--- config.mk ---
export PLATFORM = sky130hd
export DESIGN_NAME = ride_telemetry_parser_overspeed_alert_core
export DESIGN_NICKNAME = d
export VERILOG_FILES = /design/src/rtpoa_pkg.sv /design/src/rtpoa_front.sv /design/src/rtpoa_cmd_fifo.sv /design/src/rtpoa_back.sv /design/src/ride_telemetry_parser_overspeed_alert_core.sv
export SDC_FILE = /design/constraint.sdc
export NUM_CORES = 1
export LEC_CHECK = 0
export ABC_AREA = 1
export BUFFER_PORTS_ARGS = -buffer_cell sky130_fd_sc_hd__buf_2
export CAP_MARGIN = 40
export CORE_ASPECT_RATIO = 2
export CORE_MARGIN = 3
export CORE_UTILIZATION = 50
export CTS_CLUSTER_SIZE = 24
export DETAILED_ROUTE_END_ITERATION = 8
export PLACE_DENSITY_LB_ADDON = 0.15
export SLEW_MARGIN = 20
export SYNTH_ARGS = -nofsm -noshare
export SYNTH_HDL_FRONTEND = slang
export SYNTH_SLANG_ARGS = --single-unit
--- constraint.sdc ---
create_clock -name i_clk -period 6.2 [get_ports i_clk]
set_input_delay 0.93 -clock i_clk [delete_from_list [all_inputs] [get_ports i_clk]]
set_output_delay 0.93 -clock i_clk [all_outputs]
set_load 0.05 [all_outputs]
--- src/rtpoa_pkg.sv ---
package rtpoa_pkg;

    // Key codes of the telemetry records.
    localparam logic [7:0] KEY_DISTANCE = 8'h01;
    localparam logic [7:0] KEY_TIME     = 8'h02;
    localparam logic [7:0] KEY_AUX_03   = 8'h03;
    localparam logic [7:0] KEY_AUX_04   = 8'h04;
    localparam logic [7:0] KEY_AUX_05   = 8'h05;
    localparam logic [7:0] KEY_AUX_06   = 8'h06;
    localparam logic [7:0] KEY_SPEED    = 8'h21;
    localparam logic [7:0] KEY_AUX_22   = 8'h22;
    localparam logic [7:0] KEY_AUX_23   = 8'h23;
    localparam logic [7:0] KEY_ALTITUDE = 8'h24;
    localparam logic [7:0] KEY_AUX_25   = 8'h25;
    localparam logic [7:0] KEY_AUX_26   = 8'h26;
    localparam logic [7:0] KEY_AUX_A1   = 8'ha1;
    localparam logic [7:0] KEY_AUX_A2   = 8'ha2;

    localparam int LIMIT_W = 22;

    // Configuration register indexes.
    localparam logic [1:0] CFG_HIGH_LIMIT = 2'd0;
    localparam logic [1:0] CFG_MID_LIMIT  = 2'd1;
    localparam logic [1:0] CFG_LOW_LIMIT  = 2'd2;

    localparam logic [LIMIT_W-1:0] HIGH_LIMIT_RESET = 22'd120000;
    localparam logic [LIMIT_W-1:0] MID_LIMIT_RESET  = 22'd80000;
    localparam logic [LIMIT_W-1:0] LOW_LIMIT_RESET  = 22'd60000;

    // Speed is scaled by this factor before the limits are applied.
    localparam logic [5:0] SPEED_SCALE = 6'd36;

    typedef enum logic [2:0] {
        SLOT_NONE     = 3'd0,
        SLOT_DISTANCE = 3'd1,
        SLOT_TIME     = 3'd2,
        SLOT_SPEED    = 3'd3,
        SLOT_ALTITUDE = 3'd4
    } t_slot;

    // One commit request passed from the parser to the commit stage.
    typedef struct packed {
        logic [31:0] distance;
        logic [31:0] elapsed;
        logic [15:0] speed;
        logic [15:0] altitude;
        logic [3:0]  found;
        logic        stopped;
    } t_commit;

    typedef struct packed {
        logic [31:0] distance_m;
        logic [31:0] elapsed_s;
        logic [15:0] speed_raw;
        logic [15:0] altitude_raw;
        logic        distance_changed;
        logic        time_changed;
        logic        speed_changed;
        logic        altitude_changed;
        logic [1:0]  vibrate_pulses;
        logic        format_error;
    } t_result;

    // Queue status seen by the stage that feeds it and the stage that drains it.
    typedef struct packed {
        logic full;
        logic empty;
    } t_q_status;

    // Value length in bytes for a key; zero marks an unknown key.
    function automatic logic [2:0] key_size(input logic [7:0] key);
        logic [2:0] n;
        case (key)
            KEY_DISTANCE, KEY_TIME: n = 3'd4;
            KEY_AUX_03, KEY_AUX_04, KEY_AUX_05, KEY_AUX_06,
            KEY_SPEED, KEY_AUX_22, KEY_ALTITUDE: n = 3'd2;
            KEY_AUX_23, KEY_AUX_25, KEY_AUX_26, KEY_AUX_A1, KEY_AUX_A2: n = 3'd1;
            default: n = 3'd0;
        endcase
        return n;
    endfunction

    function automatic t_slot key_slot(input logic [7:0] key);
        t_slot s;
        case (key)
            KEY_DISTANCE: s = SLOT_DISTANCE;
            KEY_TIME:     s = SLOT_TIME;
            KEY_SPEED:    s = SLOT_SPEED;
            KEY_ALTITUDE: s = SLOT_ALTITUDE;
            default:      s = SLOT_NONE;
        endcase
        return s;
    endfunction

endpackage

--- src/rtpoa_front.sv ---
module rtpoa_front
    import rtpoa_pkg::*;
(
    input  logic        i_clk,
    input  logic        i_rst_n,
    input  logic        i_take,
    input  logic [7:0]  i_msg_byte,
    input  logic        i_is_last,
    output logic        o_cmd_push,
    output t_commit     o_cmd
);

    logic [2:0]  r_bytes_left, n_bytes_left;
    t_slot       r_slot, n_slot;
    logic [31:0] r_acc, n_acc;
    logic        r_stopped, n_stopped;
    logic [3:0]  r_found, n_found;
    logic [31:0] r_distance, n_distance;
    logic [31:0] r_elapsed, n_elapsed;
    logic [15:0] r_speed, n_speed;
    logic [15:0] r_altitude, n_altitude;
    logic [2:0]  size;

    always_comb begin
        n_bytes_left = r_bytes_left;
        n_slot       = r_slot;
        n_acc        = r_acc;
        n_stopped    = r_stopped;
        n_found      = r_found;
        n_distance   = r_distance;
        n_elapsed    = r_elapsed;
        n_speed      = r_speed;
        n_altitude   = r_altitude;
        size         = key_size(i_msg_byte);

        if (i_take && !r_stopped) begin
            if (r_bytes_left == 3'd0) begin
                if (size == 3'd0) begin
                    n_stopped = 1'b1;
                end else begin
                    n_bytes_left = size;
                    n_slot       = key_slot(i_msg_byte);
                    n_acc        = '0;
                end
            end else begin
                n_acc        = {r_acc[23:0], i_msg_byte};
                n_bytes_left = r_bytes_left - 3'd1;
                if (n_bytes_left == 3'd0 && r_slot != SLOT_NONE) begin
                    // Only the first complete record of each tracked key counts.
                    case (r_slot)
                        SLOT_DISTANCE: begin
                            if (!r_found[0]) begin
                                n_found[0] = 1'b1;
                                n_distance = n_acc;
                            end
                        end
                        SLOT_TIME: begin
                            if (!r_found[1]) begin
                                n_found[1] = 1'b1;
                                n_elapsed  = n_acc;
                            end
                        end
                        SLOT_SPEED: begin
                            if (!r_found[2]) begin
                                n_found[2] = 1'b1;
                                n_speed    = n_acc[15:0];
                            end
                        end
                        SLOT_ALTITUDE: begin
                            if (!r_found[3]) begin
                                n_found[3] = 1'b1;
                                n_altitude = n_acc[15:0];
                            end
                        end
                        default: begin
                        end
                    endcase
                    n_slot = SLOT_NONE;
                end
            end
        end
    end

    assign o_cmd_push     = i_take && i_is_last;
    assign o_cmd.distance = n_distance;
    assign o_cmd.elapsed  = n_elapsed;
    assign o_cmd.speed    = n_speed;
    assign o_cmd.altitude = n_altitude;
    assign o_cmd.found    = n_found;
    assign o_cmd.stopped  = n_stopped;

    always_ff @(posedge i_clk) begin
        if (!i_rst_n) begin
            r_bytes_left <= '0;
            r_slot       <= SLOT_NONE;
            r_acc        <= '0;
            r_stopped    <= 1'b0;
            r_found      <= '0;
        end else if (o_cmd_push) begin
            r_bytes_left <= '0;
            r_slot       <= SLOT_NONE;
            r_acc        <= '0;
            r_stopped    <= 1'b0;
            r_found      <= '0;
        end else begin
            r_bytes_left <= n_bytes_left;
            r_slot       <= n_slot;
            r_acc        <= n_acc;
            r_stopped    <= n_stopped;
            r_found      <= n_found;
        end
    end

    always_ff @(posedge i_clk) begin
        r_distance <= n_distance;
        r_elapsed  <= n_elapsed;
        r_speed    <= n_speed;
        r_altitude <= n_altitude;
    end

endmodule

--- src/rtpoa_cmd_fifo.sv ---
module rtpoa_cmd_fifo
    import rtpoa_pkg::*;
(
    input  logic      i_clk,
    input  logic      i_rst_n,
    input  logic      i_push,
    input  t_commit   i_data,
    input  logic      i_pop,
    output t_commit   o_data,
    output t_q_status o_status
);

    t_commit    r_mem [2];
    logic       r_wr_ptr;
    logic       r_rd_ptr;
    logic [1:0] r_count;
    logic       do_push;
    logic       do_pop;

    assign o_status.full  = (r_count == 2'd2);
    assign o_status.empty = (r_count == 2'd0);
    assign do_push        = i_push && !o_status.full;
    assign do_pop         = i_pop && !o_status.empty;
    assign o_data         = r_mem[r_rd_ptr];

    always_ff @(posedge i_clk) begin
        if (!i_rst_n) begin
            r_wr_ptr <= 1'b0;
            r_rd_ptr <= 1'b0;
            r_count  <= '0;
        end else begin
            if (do_push) begin
                r_wr_ptr <= ~r_wr_ptr;
            end
            if (do_pop) begin
                r_rd_ptr <= ~r_rd_ptr;
            end
            if (do_push && !do_pop) begin
                r_count <= r_count + 2'd1;
            end else if (do_pop && !do_push) begin
                r_count <= r_count - 2'd1;
            end
        end
    end

    always_ff @(posedge i_clk) begin
        if (do_push) begin
            r_mem[r_wr_ptr] <= i_data;
        end
    end

endmodule

--- src/rtpoa_back.sv ---
module rtpoa_back
    import rtpoa_pkg::*;
(
    input  logic               i_clk,
    input  logic               i_rst_n,
    input  logic               i_cfg_we,
    input  logic [1:0]         i_cfg_index,
    input  logic [LIMIT_W-1:0] i_cfg_data,
    input  t_commit            i_cmd,
    input  t_q_status          i_cmd_status,
    output logic               o_cmd_pop,
    input  logic               i_res_pop,
    output t_result            o_res,
    output logic               o_res_empty
);

    logic [LIMIT_W-1:0] r_high, r_mid, r_low;
    logic [31:0] r_shown_distance, n_shown_distance;
    logic [31:0] r_shown_elapsed, n_shown_elapsed;
    logic [15:0] r_shown_speed, n_shown_speed;
    logic [15:0] r_shown_altitude, n_shown_altitude;
    logic [1:0]  r_level, n_level;
    logic        r_fired, n_fired;
    logic [LIMIT_W-1:0] scaled;
    logic [1:0]  pulses;
    t_result     res;

    t_result     r_res_mem [2];
    logic        r_wr_ptr;
    logic        r_rd_ptr;
    logic [1:0]  r_count;
    logic        res_full;
    logic        res_pop;

    assign res_full    = (r_count == 2'd2);
    assign o_res_empty = (r_count == 2'd0);
    assign res_pop     = i_res_pop && !o_res_empty;
    assign o_cmd_pop   = !i_cmd_status.empty && !res_full;
    assign o_res       = r_res_mem[r_rd_ptr];

    always_comb begin
        n_shown_distance = i_cmd.found[0] ? i_cmd.distance : r_shown_distance;
        n_shown_elapsed  = i_cmd.found[1] ? i_cmd.elapsed  : r_shown_elapsed;
        n_shown_speed    = i_cmd.found[2] ? i_cmd.speed    : r_shown_speed;
        n_shown_altitude = i_cmd.found[3] ? i_cmd.altitude : r_shown_altitude;

        res.distance_m       = n_shown_distance;
        res.elapsed_s        = n_shown_elapsed;
        res.speed_raw        = n_shown_speed;
        res.altitude_raw     = n_shown_altitude;
        res.distance_changed = (n_shown_distance != r_shown_distance);
        res.time_changed     = (n_shown_elapsed != r_shown_elapsed);
        res.speed_changed    = (n_shown_speed != r_shown_speed);
        res.altitude_changed = (n_shown_altitude != r_shown_altitude)
                               && (n_shown_altitude != 16'd0);
        res.format_error     = i_cmd.stopped;

        // Three-level overspeed rule, only evaluated on a new speed.
        scaled  = LIMIT_W'(n_shown_speed) * LIMIT_W'(SPEED_SCALE);
        n_level = r_level;
        n_fired = r_fired;
        pulses  = 2'd0;
        if (res.speed_changed) begin
            if (scaled > r_high && (r_level == 2'd2 || !r_fired)) begin
                n_fired = 1'b0;
                n_level = 2'd3;
            end else if (scaled > r_mid && (r_level == 2'd1 || !r_fired)) begin
                n_fired = 1'b0;
                n_level = 2'd2;
            end else if (scaled > r_low && !r_fired) begin
                n_level = 2'd1;
            end else if (scaled <= r_low) begin
                n_fired = 1'b0;
                n_level = 2'd0;
            end
            if (n_level != 2'd0 && !n_fired) begin
                pulses  = n_level;
                n_fired = 1'b1;
            end
        end
        res.vibrate_pulses = pulses;
    end

    always_ff @(posedge i_clk) begin
        if (!i_rst_n) begin
            r_high <= HIGH_LIMIT_RESET;
            r_mid  <= MID_LIMIT_RESET;
            r_low  <= LOW_LIMIT_RESET;
        end else if (i_cfg_we) begin
            case (i_cfg_index)
                CFG_HIGH_LIMIT: r_high <= i_cfg_data;
                CFG_MID_LIMIT:  r_mid  <= i_cfg_data;
                CFG_LOW_LIMIT:  r_low  <= i_cfg_data;
                default: begin
                end
            endcase
        end
    end

    always_ff @(posedge i_clk) begin
        if (!i_rst_n) begin
            r_shown_distance <= '0;
            r_shown_elapsed  <= '0;
            r_shown_speed    <= '0;
            r_shown_altitude <= '0;
            r_level          <= '0;
            r_fired          <= 1'b0;
        end else if (o_cmd_pop) begin
            r_shown_distance <= n_shown_distance;
            r_shown_elapsed  <= n_shown_elapsed;
            r_shown_speed    <= n_shown_speed;
            r_shown_altitude <= n_shown_altitude;
            r_level          <= n_level;
            r_fired          <= n_fired;
        end
    end

    always_ff @(posedge i_clk) begin
        if (!i_rst_n) begin
            r_wr_ptr <= 1'b0;
            r_rd_ptr <= 1'b0;
            r_count  <= '0;
        end else begin
            if (o_cmd_pop) begin
                r_wr_ptr <= ~r_wr_ptr;
            end
            if (res_pop) begin
                r_rd_ptr <= ~r_rd_ptr;
            end
            if (o_cmd_pop && !res_pop) begin
                r_count <= r_count + 2'd1;
            end else if (res_pop && !o_cmd_pop) begin
                r_count <= r_count - 2'd1;
            end
        end
    end

    always_ff @(posedge i_clk) begin
        if (o_cmd_pop) begin
            r_res_mem[r_wr_ptr] <= res;
        end
    end

endmodule

--- src/ride_telemetry_parser_overspeed_alert_core.sv ---
// Ride telemetry parser with overspeed alert.
//
// Input side: a message arrives one byte per request on i_msg_byte, with
// i_is_last marking its final byte. A request is taken at a clock edge where
// push is high and full is low. Bytes that are not the last of a message
// never produce a result; the last byte of each message produces exactly one.
// Result side: while empty is low the oldest result sits on the o_ ports and
// is taken at an edge where pop is high.
// Throughput is one byte per cycle while full is low, messages back to back
// included. At the edge that takes the last byte of a message the parser
// hands its commit request to the commit queue; at a later edge, once the
// result queue has room, the commit stage updates the shown values, runs the
// overspeed rule and writes the result queue. If the receiver stalls, the
// two-entry result queue fills, the commit stage holds, the two-entry commit
// queue fills and then full is raised; bytes are never dropped. The user must
// write the limit registers through i_cfg_we, i_cfg_index and i_cfg_data
// only while the block is idle; the block itself does not enforce this.
// Synchronous reset clears the parse state, the shown values, the alert
// state and both queues, and loads the default speed limits.
module ride_telemetry_parser_overspeed_alert_core
    import rtpoa_pkg::*;
(
    input  logic               i_clk,
    input  logic               i_rst_n,
    input  logic               push,
    output logic               full,
    input  logic [7:0]         i_msg_byte,
    input  logic               i_is_last,
    output logic               empty,
    input  logic               pop,
    output logic [31:0]        o_distance_m,
    output logic [31:0]        o_elapsed_s,
    output logic [15:0]        o_speed_raw,
    output logic [15:0]        o_altitude_raw,
    output logic               o_distance_changed,
    output logic               o_time_changed,
    output logic               o_speed_changed,
    output logic               o_altitude_changed,
    output logic [1:0]         o_vibrate_pulses,
    output logic               o_format_error,
    input  logic               i_cfg_we,
    input  logic [1:0]         i_cfg_index,
    input  logic [LIMIT_W-1:0] i_cfg_data
);

    logic      take;
    logic      cmd_push;
    t_commit   cmd_in;
    t_commit   cmd_head;
    t_q_status cmd_status;
    logic      cmd_pop;
    t_result   res;

    // The parser may only take a byte while the commit queue has room, since
    // any byte could turn out to be the last one of its message.
    assign full = cmd_status.full;
    assign take = push && !full;

    rtpoa_front u_front (
        .i_clk      (i_clk),
        .i_rst_n    (i_rst_n),
        .i_take     (take),
        .i_msg_byte (i_msg_byte),
        .i_is_last  (i_is_last),
        .o_cmd_push (cmd_push),
        .o_cmd      (cmd_in)
    );

    rtpoa_cmd_fifo u_cmd_fifo (
        .i_clk    (i_clk),
        .i_rst_n  (i_rst_n),
        .i_push   (cmd_push),
        .i_data   (cmd_in),
        .i_pop    (cmd_pop),
        .o_data   (cmd_head),
        .o_status (cmd_status)
    );

    rtpoa_back u_back (
        .i_clk        (i_clk),
        .i_rst_n      (i_rst_n),
        .i_cfg_we     (i_cfg_we),
        .i_cfg_index  (i_cfg_index),
        .i_cfg_data   (i_cfg_data),
        .i_cmd        (cmd_head),
        .i_cmd_status (cmd_status),
        .o_cmd_pop    (cmd_pop),
        .i_res_pop    (pop),
        .o_res        (res),
        .o_res_empty  (empty)
    );

    // Results leave the block as one port per field.
    assign o_distance_m       = res.distance_m;
    assign o_elapsed_s        = res.elapsed_s;
    assign o_speed_raw        = res.speed_raw;
    assign o_altitude_raw     = res.altitude_raw;
    assign o_distance_changed = res.distance_changed;
    assign o_time_changed     = res.time_changed;
    assign o_speed_changed    = res.speed_changed;
    assign o_altitude_changed = res.altitude_changed;
    assign o_vibrate_pulses   = res.vibrate_pulses;
    assign o_format_error     = res.format_error;

endmodule
Yosys cells after proc, flatten, opt, wreduce, memory -nomap -nowiden --
Memory sizes are Yosys's and may differ from the RTL's. A register that Yosys moved wholly into a read port is not among the register bits. Index checks and enable logic that the tools add are counted.
Word-level totals: bits in registers 304, bits in writable memories 408, bits of input ports 38, output and inout bits 105, logic and storage cells 190, memories kept 2
Memories:
- u_back.r_res_mem | words 2, width 103, rd ports 1, clocked after memory_dff 1, write ports 1, line rtpoa_back.sv:28 | t_result r_res_mem [2];
- u_cmd_fifo.r_mem | words 2, width 101, rd ports 1, clocked after memory_dff 1, write ports 1, line rtpoa_cmd_fifo.sv:13 | t_commit r_mem [2];
Operators by class: $add $sub $neg 5, multiply operators 1, magnitude comparators 4, equality and inequality tests 29, mux-type cells 68, bitwise logic cells 5, reductions and logical operators 52
Operators with widths (count):
- 2-to-1 mux 32 bit | 12
- 2-to-1 mux 16 bit | 12
- greater-than comparator 22 bit | 3
- != test 32 bit | 2
- equality test 8 x 6 -> 1 bit (second input constant) | 6
- 2-to-1 mux 24 bit | 2
- != test 16 bit | 2
- equality test 8 x 3 -> 1 bit (second input constant) | 3
- <= comparator 22 bit | 1
- 2-to-1 mux 2 bit | 11
- 2-to-1 mux 1 bit | 21
- multiplier 16 x 4 -> 20 bit (second input constant) | 1
- logical AND 1 bit | 17
- equality test 8 x 2 -> 1 bit (second input constant) | 2
- equality test 8 bit (second input constant) | 2
- nonzero test 16 bit | 1
- 2-to-1 mux 3 bit | 5
- 2-to-1 mux 4 bit | 3
- one-hot mux 3 bit (4 select lines) | 1
- zero test 1 bit | 11
- AND reduction 2 bit | 5
- zero test 3 bit | 3
- one-hot mux 3 bit (3 select lines) | 1
- equality test 2 bit (second input constant) | 4
- 18 further kinds | 33

Depth between registers and ports, before layout --
Gate-level depths: netlist (run 1).
word-level depth 12, depth in mapped cells 32, gate-level depth less buffers 30

Modules after synthesis --
A second synthesis (run 1) with hierarchy kept.
Second synthesis, totals: cells, all modules 2758, area, all modules 31066.0 µm²
By module, submodules not included:
- rtpoa_back | instances 1, cells an instance 1836, area each 18083.6 µm², seq. area each 9589.2 µm²
- rtpoa_cmd_fifo | instances 1, cells an instance 352, area each 7978.9 µm², seq. area each 6165.9 µm²
- rtpoa_front | instances 1, cells an instance 568, area each 4993.5 µm², seq. area each 2622.5 µm²
- ride_telemetry_parser_overspeed_alert_core | instances 1, cells an instance 2, area each 10.0 µm², seq. area each 0.0 µm²

Least setup slack after synthesis (run 1) --
OpenSTA, ideal clock, no wires.
path type input to register, start point input push, end point memory u_cmd_fifo.r_mem[0][0] (netlist bit), enable pin, setup time 0.562 ns, arrival 5.355 ns, required time 5.638 ns, slack 0.284 ns, stages on the path 4, path buffers 0, cell sequence o21ai_2 -> inv_1 -> nand2_1 -> nor2_1
Between the ends: cells in the longest elaborated chain, start to end 5
RTL lines:
- from (decl) | line ride_telemetry_parser_overspeed_alert_core.sv:25 | input logic push,
- logical AND 1 bit | line ride_telemetry_parser_overspeed_alert_core.sv:57 | assign take = push && !full;
- logical AND 1 bit | line rtpoa_front.sv:84 | assign o_cmd_push = i_take && i_is_last;
- logical AND 1 bit | line rtpoa_cmd_fifo.sv:22 | assign do_push = i_push && !o_status.full;
- 2-to-1 mux 1 bit | line rtpoa_cmd_fifo.sv:47 | if (do_push) begin
- 2-to-1 mux 1 bit (implied by the code) | line rtpoa_cmd_fifo.sv:48 | r_mem[r_wr_ptr] <= i_data;
- to (decl) | line rtpoa_cmd_fifo.sv:13
Every way passes these cells.

==> flow_metrics.env, run 1 <==
export IMPL_wl_per_cell_um=19.2
export IMPL_min_path_type="reg -> reg"
export IMPL_critPathArrivalTime_ns=5.86
export IMPL_nets=3350
export IMPL_overflow=0
export IMPL_synth_edf_count=408
export IMPL_critPathSlowestCell="o21ai_0"
export IMPL_clock_latency_ns=0.63
export IMPL_synthCells=3098
export IMPL_first_pass_iters=6
export IMPL_synthFlopType="edfxtp_1"
export IMPL_synth_warnings=0
export IMPL_cellPowerDensity_nw_per_um2=559
export IMPL_relSlewSlack_pct=34.7
export IMPL_avgSynthCellArea_um2=9.96
export IMPL_antenna_found_initial=1
export IMPL_synth_xor_area_share_pct=1.19
export IMPL_muxShareOfSynthArea_pct=4.83
export IMPL_cts_setup_buffers=0
export IMPL_drv_slew=0
export IMPL_grt_pass1_wl_mm=120
export IMPL_cts_resized=0
export IMPL_critical_path_class="reg -> reg"
export IMPL_htreeDepth=2
export IMPL_finalSetupViolCount=0
export IMPL_skew_ns=0.0232
export IMPL_start_util_pct=50.6
export IMPL_place_area_um2=32400
export IMPL_leakage_nw=14.9
export IMPL_pin_count=143
export IMPL_syn_area_um2=30900
export IMPL_hold_violations=0
export IMPL_avgViaCountPerCell=5.33
export IMPL_ir_drop_uv=508
export IMPL_grtUsageTotal_pct=23.7
export IMPL_synth_simple_area_share_pct=13.0
export IMPL_core_area_um2=61000
export IMPL_dieArea_um2=64900
export IMPL_drive_above_1_share_pct=13.8
export IMPL_hold_ws_ns=0.455
export IMPL_ant_nets=0
export IMPL_synth_top_family_by_area="simple AND/OR/NAND/NOR gates"
export IMPL_status="finished, final reports clean"
export IMPL_rsz0062_at_grt="false"
export IMPL_root_buffer="clkbuf_16"
export IMPL_cap_violations=0
export IMPL_cp_start_kind="register"
export IMPL_fillers=5275
export IMPL_vias=21615
export IMPL_place_port_buffers=142
export IMPL_drc=0
export IMPL_routabilityCongestion=0.925
export IMPL_cts_buffers=61
export IMPL_stdcell_area_um2=34700
export IMPL_drtIter0Drc=1227
export IMPL_cts_tree="done"
export IMPL_cp_end_kind="register"
export IMPL_routed_wirelength_mm=78.0
export IMPL_timing_final_crit_share_pct=88.5
export IMPL_grt_pass1_vias=21792
export IMPL_cts_buffer_depth=3
export IMPL_antenna_cells=0
export IMPL_holdBufCountCts=0
export IMPL_ys_seq_area_share_pct=59.5
export IMPL_clock_sinks=714
export IMPL_die_width_um=182
export IMPL_clk_pin_slew_ns=0.07
export IMPL_syn_num_nets=3228
export IMPL_fp_row_count=128
export IMPL_fin_tns_setup_ns=0
export IMPL_worstMarginPinSlew_ns=0.970
export IMPL_synth_distinct_cells=46
export IMPL_slowest_delay_ns=0.50
export IMPL_crit_path_max_fanout=35
export IMPL_max_freq_ghz=0.182
export IMPL_dp_hpwl_mm=56.2
export IMPL_ys_ff_latch=714
export IMPL_cp_common_cell="nand2_1"
export IMPL_yosys_area_share_adder_pct=3.75
export IMPL_synth_compound_area_share_pct=10.9
export IMPL_grt_max_degree=88
export IMPL_min_period_ns=5.48
export IMPL_area_delta_synth_final_pct=12.4
export IMPL_synthArstFlopShare_pct=0
export IMPL_worst_endpoint_required_ns=6.58
export IMPL_die_y_um=357
[cell usage in the layout, fill, tap and decap left out, types with 3 or more instances in the layout]
| cell type | count |
|---|---|
| a21o_1 | 4 |
| a21oi_1 | 273 |
| a21oi_2 | 11 |
| a31oi_1 | 4 |
| a31oi_2 | 6 |
| a31oi_4 | 7 |
| and2_1 | 3 |
| buf_12 | 5 |
| buf_16 | 5 |
| buf_2 | 142 |
| buf_4 | 31 |
| bufinv_16 | 10 |
| clkbuf_1 | 10 |
| clkbuf_16 | 64 |
| clkbuf_8 | 9 |
| clkinv_1 | 3 |
| clkinv_2 | 11 |
| clkinvlp_4 | 6 |
| dfxtp_1 | 304 |
| edfxtp_1 | 408 |
| ha_1 | 91 |
| inv_1 | 381 |
| inv_2 | 5 |
| mux2_2 | 103 |
| mux2i_1 | 33 |
| nand2_1 | 658 |
| nand2_2 | 5 |
| nand2_4 | 7 |
| nand3_1 | 78 |
| nand3_2 | 3 |
| nand4_1 | 31 |
| nor2_1 | 180 |
| nor2_2 | 3 |
| nor2_4 | 5 |
| nor3_1 | 8 |
| o211ai_1 | 23 |
| o21ai_0 | 268 |
| o21ai_1 | 8 |
| xnor2_1 | 4 |
| xor2_1 | 38 |
[metal layers]
layer	vias up	routed length, µm	global-route usage [%]
li1	10606	-	-
met1	10285	27900	24.8
met2	531	42200	45.1
met3	193	2810	2.47
met4	0	5110	13.8
met5	-	0	0
[final cells by class]
| type | count | area (µm²) | area share, % |
|---|---|---|---|
| multi-input cells | 1869 | 10400 | 30.1 |
| flip-flops and latches | 714 | 18400 | 53.0 |
| clock inverters | 33 | 460 | 1.33 |
| well taps | 780 | 976 | 2.81 |
| inverters | 387 | 1450 | 4.19 |
| clock buffers | 83 | 1760 | 5.08 |
| repair buffers | 187 | 1230 | 3.54 |
[registers in the layout, indices dropped and copies added, names as in the netlist, 22 cells and up, named ones only]
signal and flops:
u_back.r_res_mem 206, u_cmd_fifo.r_mem 202, u_back.r_shown_distance 32, u_back.r_shown_elapsed 32
u_front.r_distance 32, u_front.r_elapsed 32, u_front.r_acc 24, u_back.r_high 22
u_back.r_low 22, u_back.r_mid 22
[through the flow]
step / total power [mW] / setup slack, ns / utilization (%) / std cells
3_5_place_dp: 15.4 / 0.685 / 53.2 / 3935
5_1_grt: 20.6 / 0.0573 / 56.9 / 4053
4_1_cts: 19.6 / 0.664 / 56.8 / 4051
6_report: 19.4 / 0.716 / 56.9 / 4053
3_3_place_gp: 15.1 / 0.761 / 52.8 / 3924
2_1_floorplan: 12.9 / 0.284 / - / 3098
[cell families (layout without fill, tap and decap cells)]
kind of cell	count (synthesis)	in the layout
flops	714	714
fa+ha+maj	92	92
xor+xnor	42	42
compound gates	612	612
buf+inv	515	690
mux	136	136
simple gates	987	987
[critical path, delay by kind of cell, from the launching register on]
kind / cells / cell delay, ns
AOI/OAI and AO/OA: 3 / 1.01
buffers and inverters: 3 / 0.38
adders and majority gates: 3 / 0.88
xor gates and xnor gates: 1 / 0.36
and+or+nand+nor: 18 / 2.16
DFF: 1 / 0.46
[synthesized netlist by cell type, types with 2 or more instances]
cell type	number	area, µm²
inv_1	381	1430
a21oi_2	11	96.3
nand4_1	31	194
a21oi_1	273	1370
ha_1	91	1140
a21o_1	4	30.0
nor2_1	184	691
dfxtp_1	306	6130
mux2_2	103	1160
nor4_1	2	12.5
a31oi_1	4	25.0
xnor2_1	4	35.0
nor2_2	3	18.8
a31oi_2	6	75.1
o211ai_1	23	173
o21ai_2	2	17.5
buf_4	12	90.1
clkbuf_1	72	270
nor3_1	8	40.0
buf_6	12	135
mux2i_1	33	330
o21ai_1	8	40.0
nand2_1	658	2470
o21ai_0	268	1340
xor2_1	38	333
nand2_4	7	78.8
nand3_2	3	30.0
a31oi_4	7	149
inv_2	5	18.8
nand3_1	78	390
buf_1	10	37.5
buf_2	22	110
edfxtp_1	408	12300
a22o_1	2	17.5
nand2_2	5	31.3
and2_1	3	18.8
and3_1	2	12.5
[power breakdown]
| group | switching, mW | internal [mW] | leakage [nW] | total [mW] |
|---|---|---|---|---|
| Combinational | 6.19 | 2.43 | 7.42 | 8.62 |
| Sequential | 0.330 | 6.27 | 6.35 | 6.60 |
| Clock | 1.74 | 2.42 | 1.08 | 4.16 |
[final timing paths]
kind / start / endpoint / slack [ns] / depth (start not counted)
worst max-delay path: register / u_back.r_res_mem[1][1]$_DFFE_PP_ / 0.72 / 28
worst min register to register: u_cmd_fifo.r_rd_ptr$_SDFFE_PN0P_ / u_cmd_fifo.r_rd_ptr$_SDFFE_PN0P_ / 0.46 / 1
worst max register to register: register / u_back.r_res_mem[1][1]$_DFFE_PP_ / 0.72 / 28
worst min-delay path: u_cmd_fifo.r_rd_ptr$_SDFFE_PN0P_ / u_cmd_fifo.r_rd_ptr$_SDFFE_PN0P_ / 0.46 / 1
Note: power is estimated with default switching activity, not from simulation.
==> inputs of run 2 (changes only) <==
--- a/config.mk
+++ b/config.mk
@@ -8,13 +8,16 @@
 export ABC_AREA = 1
 export BUFFER_PORTS_ARGS = -buffer_cell sky130_fd_sc_hd__buf_2
 export CAP_MARGIN = 40
+export CELL_PAD_IN_SITES_DETAIL_PLACEMENT = 0
+export CELL_PAD_IN_SITES_GLOBAL_PLACEMENT = 1
 export CORE_ASPECT_RATIO = 2
 export CORE_MARGIN = 3
-export CORE_UTILIZATION = 50
+export CORE_UTILIZATION = 45
 export CTS_CLUSTER_SIZE = 24
 export DETAILED_ROUTE_END_ITERATION = 8
 export PLACE_DENSITY_LB_ADDON = 0.15
 export SLEW_MARGIN = 20
 export SYNTH_ARGS = -nofsm -noshare
 export SYNTH_HDL_FRONTEND = slang
+export SYNTH_HIERARCHICAL = 1
 export SYNTH_SLANG_ARGS = --single-unit
==> run 2 against run 1 <==
  * Non-clock buffer count is 13 lower
  * Combinational power is 18% lower
  * Die area is 12% higher
  * Flip-flop and latch count stayed put
  * Sequential share of layout area hardly changed
  * Hold slack better by 0.0030 ns
  * Cell area hardly changed
  * Cell count is 5.8% lower
  * Sequential power is 3% lower
  * Clock-buffer cell count is 7 lower
  * Power is 9.3% lower
  * Largest cell class unchanged
==> flow_metrics.env, run 2 <==
export IMPL_status="finished, final reports clean"
export IMPL_synth_xor_area_share_pct=2.62
export IMPL_clk_pin_slew_ns=0.07
export IMPL_muxShareOfSynthArea_pct=8.48
export IMPL_ir_drop_uv=504
export IMPL_area_delta_synth_final_pct=11.7
export IMPL_largest_reg_flops=206
export IMPL_wl_per_cell_um=19.9
export IMPL_cellPowerDensity_nw_per_um2=507
export IMPL_yosysMostFrequentCell="nand2_1"
export IMPL_critPathArrivalTime_ns=6.28
export IMPL_cts_setup_buffers=0
export IMPL_root_buffer="clkbuf_16"
export IMPL_synth_warnings=6
export IMPL_cts_tree="done"
export IMPL_critPathBufInv=2
export IMPL_fin_util_pct=51.0
export IMPL_drv_slew=0
export IMPL_rsz0062_at_grt="false"
export IMPL_grtUsageTotal_pct=20.9
export IMPL_min_path_type="reg -> reg"
export IMPL_finalSetupViolCount=0
export IMPL_dieArea_um2=72400
export IMPL_synthArstFlopShare_pct=0
export IMPL_routed_wirelength_mm=76.0
export IMPL_syn_area_um2=31100
export IMPL_cap_violations=0
export IMPL_pin_count=143
export IMPL_drive_above_1_share_pct=20.5
export IMPL_grt_max_degree=102
export IMPL_drtIter0Drc=1030
export IMPL_min_period_ns=5.78
export IMPL_grt_pass1_wl_mm=114
export IMPL_synth_distinct_cells=56
export IMPL_die_width_um=192
export IMPL_vias=19579
export IMPL_pre_cts_ws_ns=0.417
export IMPL_reg_top3="u_back/r_res_mem: 206 flops, u_cmd_fifo/r_mem: 202 flops"
export IMPL_clock_latency_ns=0.67
export IMPL_critPathSlowestCell="o21ai_0"
export IMPL_cts_buffers=60
export IMPL_start_util_pct=45.6
export IMPL_htreeDepth=2
export IMPL_worstMarginPinSlew_ns=0.837
export IMPL_core_area_um2=68100
export IMPL_cp_start_kind="register"
export IMPL_slowest_delay_ns=0.70
export IMPL_leakage_nw=13.3
export IMPL_synth_edf_count=408
export IMPL_critical_path_class="reg -> reg"
export IMPL_syn_num_nets=2888
export IMPL_ys_ff_latch=714
export IMPL_fin_tns_setup_ns=0
export IMPL_skew_ns=0.0394
export IMPL_cts_resized=0
export IMPL_yosys_area_share_adder_pct=3.73
export IMPL_fillers=6032
export IMPL_final_common_cell="nand2_1"
export IMPL_overflow=0
export IMPL_crit_path_max_fanout=54
export IMPL_cp_end_kind="register"
export IMPL_cp_top_family="adder cells"
export IMPL_fp_row_count=135
export IMPL_dp_hpwl_mm=53.6
export IMPL_routabilityCongestion=0.815
export IMPL_antenna_found_initial=2
export IMPL_place_port_buffers=142
export IMPL_cp_common_cell="nand2_1"
export IMPL_nets=3004
export IMPL_first_pass_iters=5
export IMPL_top_register="u_back/r_res_mem"
export IMPL_setup_slack_ns=0.420
export IMPL_yosys_top_cells_area="edfxtp_1 (39%), dfxtp_1 (20%), nand2_1 (5.1%)"
export IMPL_clock_sinks=714
export IMPL_cts_buffer_depth=3
export IMPL_synth_simple_area_share_pct=9.06
export IMPL_synthFlopType="edfxtp_1"
export IMPL_die_y_um=378
export IMPL_avgViaCountPerCell=5.13
export IMPL_synth_top_family_by_area="compound AO/OA/AOI/OAI gates"
export IMPL_timing_final_crit_share_pct=93.2
export IMPL_grt_pass1_vias=19672
export IMPL_drc=0
export IMPL_synthTopCellsByCount="nand2_1 (420), edfxtp_1 (408), dfxtp_1 (306), inv_1 (268), o21ai_0 (220)"
export IMPL_hold_violations=0
export IMPL_ys_seq_area_share_pct=59.2
export IMPL_synth_top_area_share_pct=39.4
export IMPL_max_freq_ghz=0.173
export IMPL_worst_endpoint_required_ns=6.70
export IMPL_final_cell_mix="nand2_1 (420), edfxtp_1 (408), dfxtp_1 (304), inv_1 (268), o21ai_0 (220)"
export IMPL_relSlewSlack_pct=44.2
export IMPL_synth_compound_area_share_pct=10.8
export IMPL_synthCells=2758
export IMPL_yosysTopAreaCell="edfxtp_1"
export IMPL_holdBufCountCts=0
export IMPL_avgSynthCellArea_um2=11.3
export IMPL_ant_nets=0
run 2: cell count changes after synthesis, moves of 50 or more:
cell,before,now
a21oi_1,273,188
o21ai_1,8,97
xor2_1,38,88
inv_1,381,268
nand2_1,658,420
mux2_4,0,90
nor2_1,184,86
run 2: area by class of cell:
| type | count | area [µm²] | area share [%] |
|---|---|---|---|
| flip-flops and latches | 714 | 18400 | 53.0 |
| multi-input cells | 1641 | 10800 | 31.2 |
| well taps | 890 | 1110 | 3.21 |
| clock inverters | 38 | 489 | 1.41 |
| diodes | 2 | 5.00 | 0.0144 |
| repair buffers | 174 | 1160 | 3.34 |
| inverters | 283 | 1070 | 3.08 |
| clock buffers | 76 | 1650 | 4.76 |
run 2: final timing paths:
| check | startpoint | to | slack [ns] | cells past startpoint |
|---|---|---|---|---|
| worst min-delay path | u_front/r_distance[6]$_DFF_P_ | u_front/r_distance[6]$_DFF_P_ | 0.46 | 2 |
| worst max-delay path | register | u_back/r_res_mem[0][1]$_DFFE_PP_ | 0.42 | 26 |
| worst min register to register | u_front/r_distance[6]$_DFF_P_ | u_front/r_distance[6]$_DFF_P_ | 0.46 | 2 |
| worst max register to register | register | u_back/r_res_mem[0][1]$_DFFE_PP_ | 0.42 | 26 |
run 2: power by group:
group | total, mW | internal [mW] | switching [mW]
Sequential | 6.42 | 6.09 | 0.325
Combinational | 7.10 | 2.21 | 4.89
Clock | 4.08 | 2.28 | 1.79
Total | 17.6 | 10.6 | 7.01
run 2: tightest hold or removal path, stage by stage (launching register included):
cell	delay [ns]
dfxtp_1	0.31
nand2_1	0.06
o21ai_2	0.06
run 2: logic make-up after synthesis:
family                     Yosys count
and+or+nand+nor                    649
buffers and inverters              403
xor gates and xnor gates            92
AOI/OAI and AO/OA                  604
adders and majority gates           92
DFF                                714
muxes                              204
run 2: stage by stage:
step           instances  power, mW  hold slack (ns)  area [µm²]
2_1_floorplan       2758       11.8            0.429       31100
3_3_place_gp        3689       13.5            0.434       32300
3_5_place_dp        3700       13.7            0.444       32500
4_1_cts             3814       17.8            0.461       34600
5_1_grt             3818       18.7            0.475       34700
6_report            3818       17.6            0.458       34700
run 2: metal layers:
metal	vias up	global-route usage (%)	part of all wire (%)
met5	-	0	0
met4	0	10.0	5.2
met3	145	2.48	3.0
li1	9734	-	-
met1	9358	21.5	36
met2	342	40.9	56
==> inputs of run 3 (changes only) <==
--- a/config.mk
+++ b/config.mk
@@ -12,7 +12,8 @@
 export CELL_PAD_IN_SITES_GLOBAL_PLACEMENT = 1
 export CORE_ASPECT_RATIO = 2
 export CORE_MARGIN = 3
-export CORE_UTILIZATION = 45
+export CORE_UTILIZATION = 50
+export CTS_CLUSTER_DIAMETER = 100
 export CTS_CLUSTER_SIZE = 24
 export DETAILED_ROUTE_END_ITERATION = 8
 export PLACE_DENSITY_LB_ADDON = 0.15
==> constraint.sdc (replaced) <==
create_clock -name i_clk -period 7.1 [get_ports i_clk]
set_input_delay 1.065 -clock i_clk [delete_from_list [all_inputs] [get_ports i_clk]]
set_output_delay 1.065 -clock i_clk [all_outputs]
set_load 0.05 [all_outputs]
==> run 3 against run 2 <==
  * Clock power down 45%
  * First-iteration DRC count up 18%
  * Flip-flop and latch count unchanged
  * Critical path depth down 3
  * Cell count down 4.2%
==> flow_metrics.env, run 3 (synthesis results as in run 2) <==
export IMPL_ant_nets=0
export IMPL_worstMarginPinSlew_ns=0.952
export IMPL_clk_pin_slew_ns=0.10
export IMPL_leakage_nw=12.7
export IMPL_routed_wirelength_mm=73.4
export IMPL_stdcell_area_um2=33400
export IMPL_core_area_um2=61200
export IMPL_nets=2981
export IMPL_grt_max_degree=74
export IMPL_wl_per_cell_um=20.1
export IMPL_cellPowerDensity_nw_per_um2=419
export IMPL_ir_drop_uv=355
export IMPL_start_util_pct=50.8
export IMPL_area_delta_synth_final_pct=7.41
export IMPL_worst_endpoint_required_ns=7.43
export IMPL_routabilityCongestion=0.857
export IMPL_die_width_um=182
export IMPL_drtIter0Drc=1212
export IMPL_place_port_buffers=142
export IMPL_cp_end_kind="register"
export IMPL_crit_path_max_fanout=54
export IMPL_grt_pass1_wl_mm=112
export IMPL_htreeDepth=2
export IMPL_overflow=0
export IMPL_top_register="u_back/r_res_mem"
export IMPL_multi_input_area_um2=10800
export IMPL_critical_path_class="reg -> reg"
export IMPL_antenna_cells=0
export IMPL_cap_violations=0
export IMPL_holdBufCountCts=0
export IMPL_avgViaCountPerCell=5.34
export IMPL_vias=19522
export IMPL_drive_above_1_share_pct=18.8
export IMPL_relSlewSlack_pct=35.9
export IMPL_fillers=5419
export IMPL_drv_slew=0
export IMPL_clock_sinks=714
export IMPL_cts_resized=0
export IMPL_root_buffer="clkbuf_16"
export IMPL_grt_pass1_vias=19622
export IMPL_drc=0
export IMPL_antenna_found_initial=0
export IMPL_pin_count=143
export IMPL_reg_top3="u_back/r_res_mem: 206 flops, u_cmd_fifo/r_mem: 202 flops"
export IMPL_cts_buffers=35
export IMPL_place_area_um2=32300
export IMPL_max_freq_ghz=0.177
export IMPL_regArea_um2=18400
export IMPL_dieArea_um2=65300
export IMPL_min_path_type="reg -> reg"
export IMPL_final_common_cell="nand2_1"
export IMPL_fin_util_pct=54.5
export IMPL_final_cell_mix="nand2_1 (420), edfxtp_1 (408), dfxtp_1 (304), inv_1 (268), o21ai_0 (220)"
export IMPL_min_period_ns=5.64
export IMPL_cp_start_kind="register"
export IMPL_fin_tns_setup_ns=0
export IMPL_hold_ws_ns=0.463
export IMPL_first_pass_iters=5
export IMPL_largest_reg_flops=206
export IMPL_clock_latency_ns=0.58
export IMPL_timing_final_crit_share_pct=79.4
export IMPL_die_y_um=359
export IMPL_skew_ns=0.0253
export IMPL_status="finished, final reports clean"
export IMPL_cts_buffer_depth=3
export IMPL_dp_hpwl_mm=52.7
export IMPL_finalSetupViolCount=0
export IMPL_critPathArrivalTime_ns=5.97
export IMPL_hold_violations=0
export IMPL_fp_row_count=128
export IMPL_cts_setup_buffers=0
export IMPL_cts_tree="done"
export IMPL_rsz0062_at_grt="false"
export IMPL_grtUsageTotal_pct=22.2
## run 3: power breakdown
part	switching, mW	internal, mW	leakage, nW
logic	4.19	1.90	5.99
clock network	1.27	0.975	0.489
registers	0.331	5.31	6.25
## run 3: final timing paths
kind | from | endpoint | depth (start not counted) | slack [ns]
hold / removal | u_front/r_distance[8]$_DFF_P_ | u_front/r_distance[8]$_DFF_P_ | 2 | 0.46
setup reg to reg | register | u_back/r_res_mem[0][2]$_DFFE_PP_ | 23 | 1.46
setup / recovery | register | u_back/r_res_mem[0][2]$_DFFE_PP_ | 23 | 1.46
hold reg to reg | u_front/r_distance[8]$_DFF_P_ | u_front/r_distance[8]$_DFF_P_ | 2 | 0.46
## run 3: worst max-delay path, cell delays in order (launching register included)
cell,delay (ns)
dfxtp_4,0.73
mux2_4,0.54
o21ai_0,0.60
ha_1,0.36
ha_1,0.26
fa_1,0.42
nand3_1,0.10
nand2_1,0.12
nand2_1,0.10
nand3b_1,0.12
nand3_1,0.09
nand2_1,0.10
inv_1,0.07
o21ai_1,0.07
xor2_1,0.20
ha_1,0.33
nand2_1,0.07
nor2_1,0.15
nand2_1,0.09
nor2_1,0.09
nand2_1,0.06
nand3_1,0.09
nand3_1,0.19
a21boi_0,0.41
## run 3: per-stage QoR
stage                     setup WS (ns)  instances  total power, mW
after floorplan                   0.915       2758             10.3
after global placement             1.50       3583             11.7
after detailed placement           1.48       3593             11.9
after CTS                          1.45       3657             14.1
after global routing               1.00       3658             14.8
final                              1.46       3658             14.0
## run 3: per-layer routing
layer,share of wire [%],GRT usage [%],up-vias
met3,2.6,1.83,95
met5,0,0,-
met2,58,45.1,317
li1,-,-,9648
met4,3.3,7.70,0
met1,36,23.4,9462
## run 3: layout make-up
class                   count  area share [%]
well taps                 780            2.92
repair buffers            176            3.29
multi-input cells        1641            32.4
clock inverters             3           0.101
inverters                 283            3.21
clock buffers              61            2.98
flip-flops and latches    714            55.1
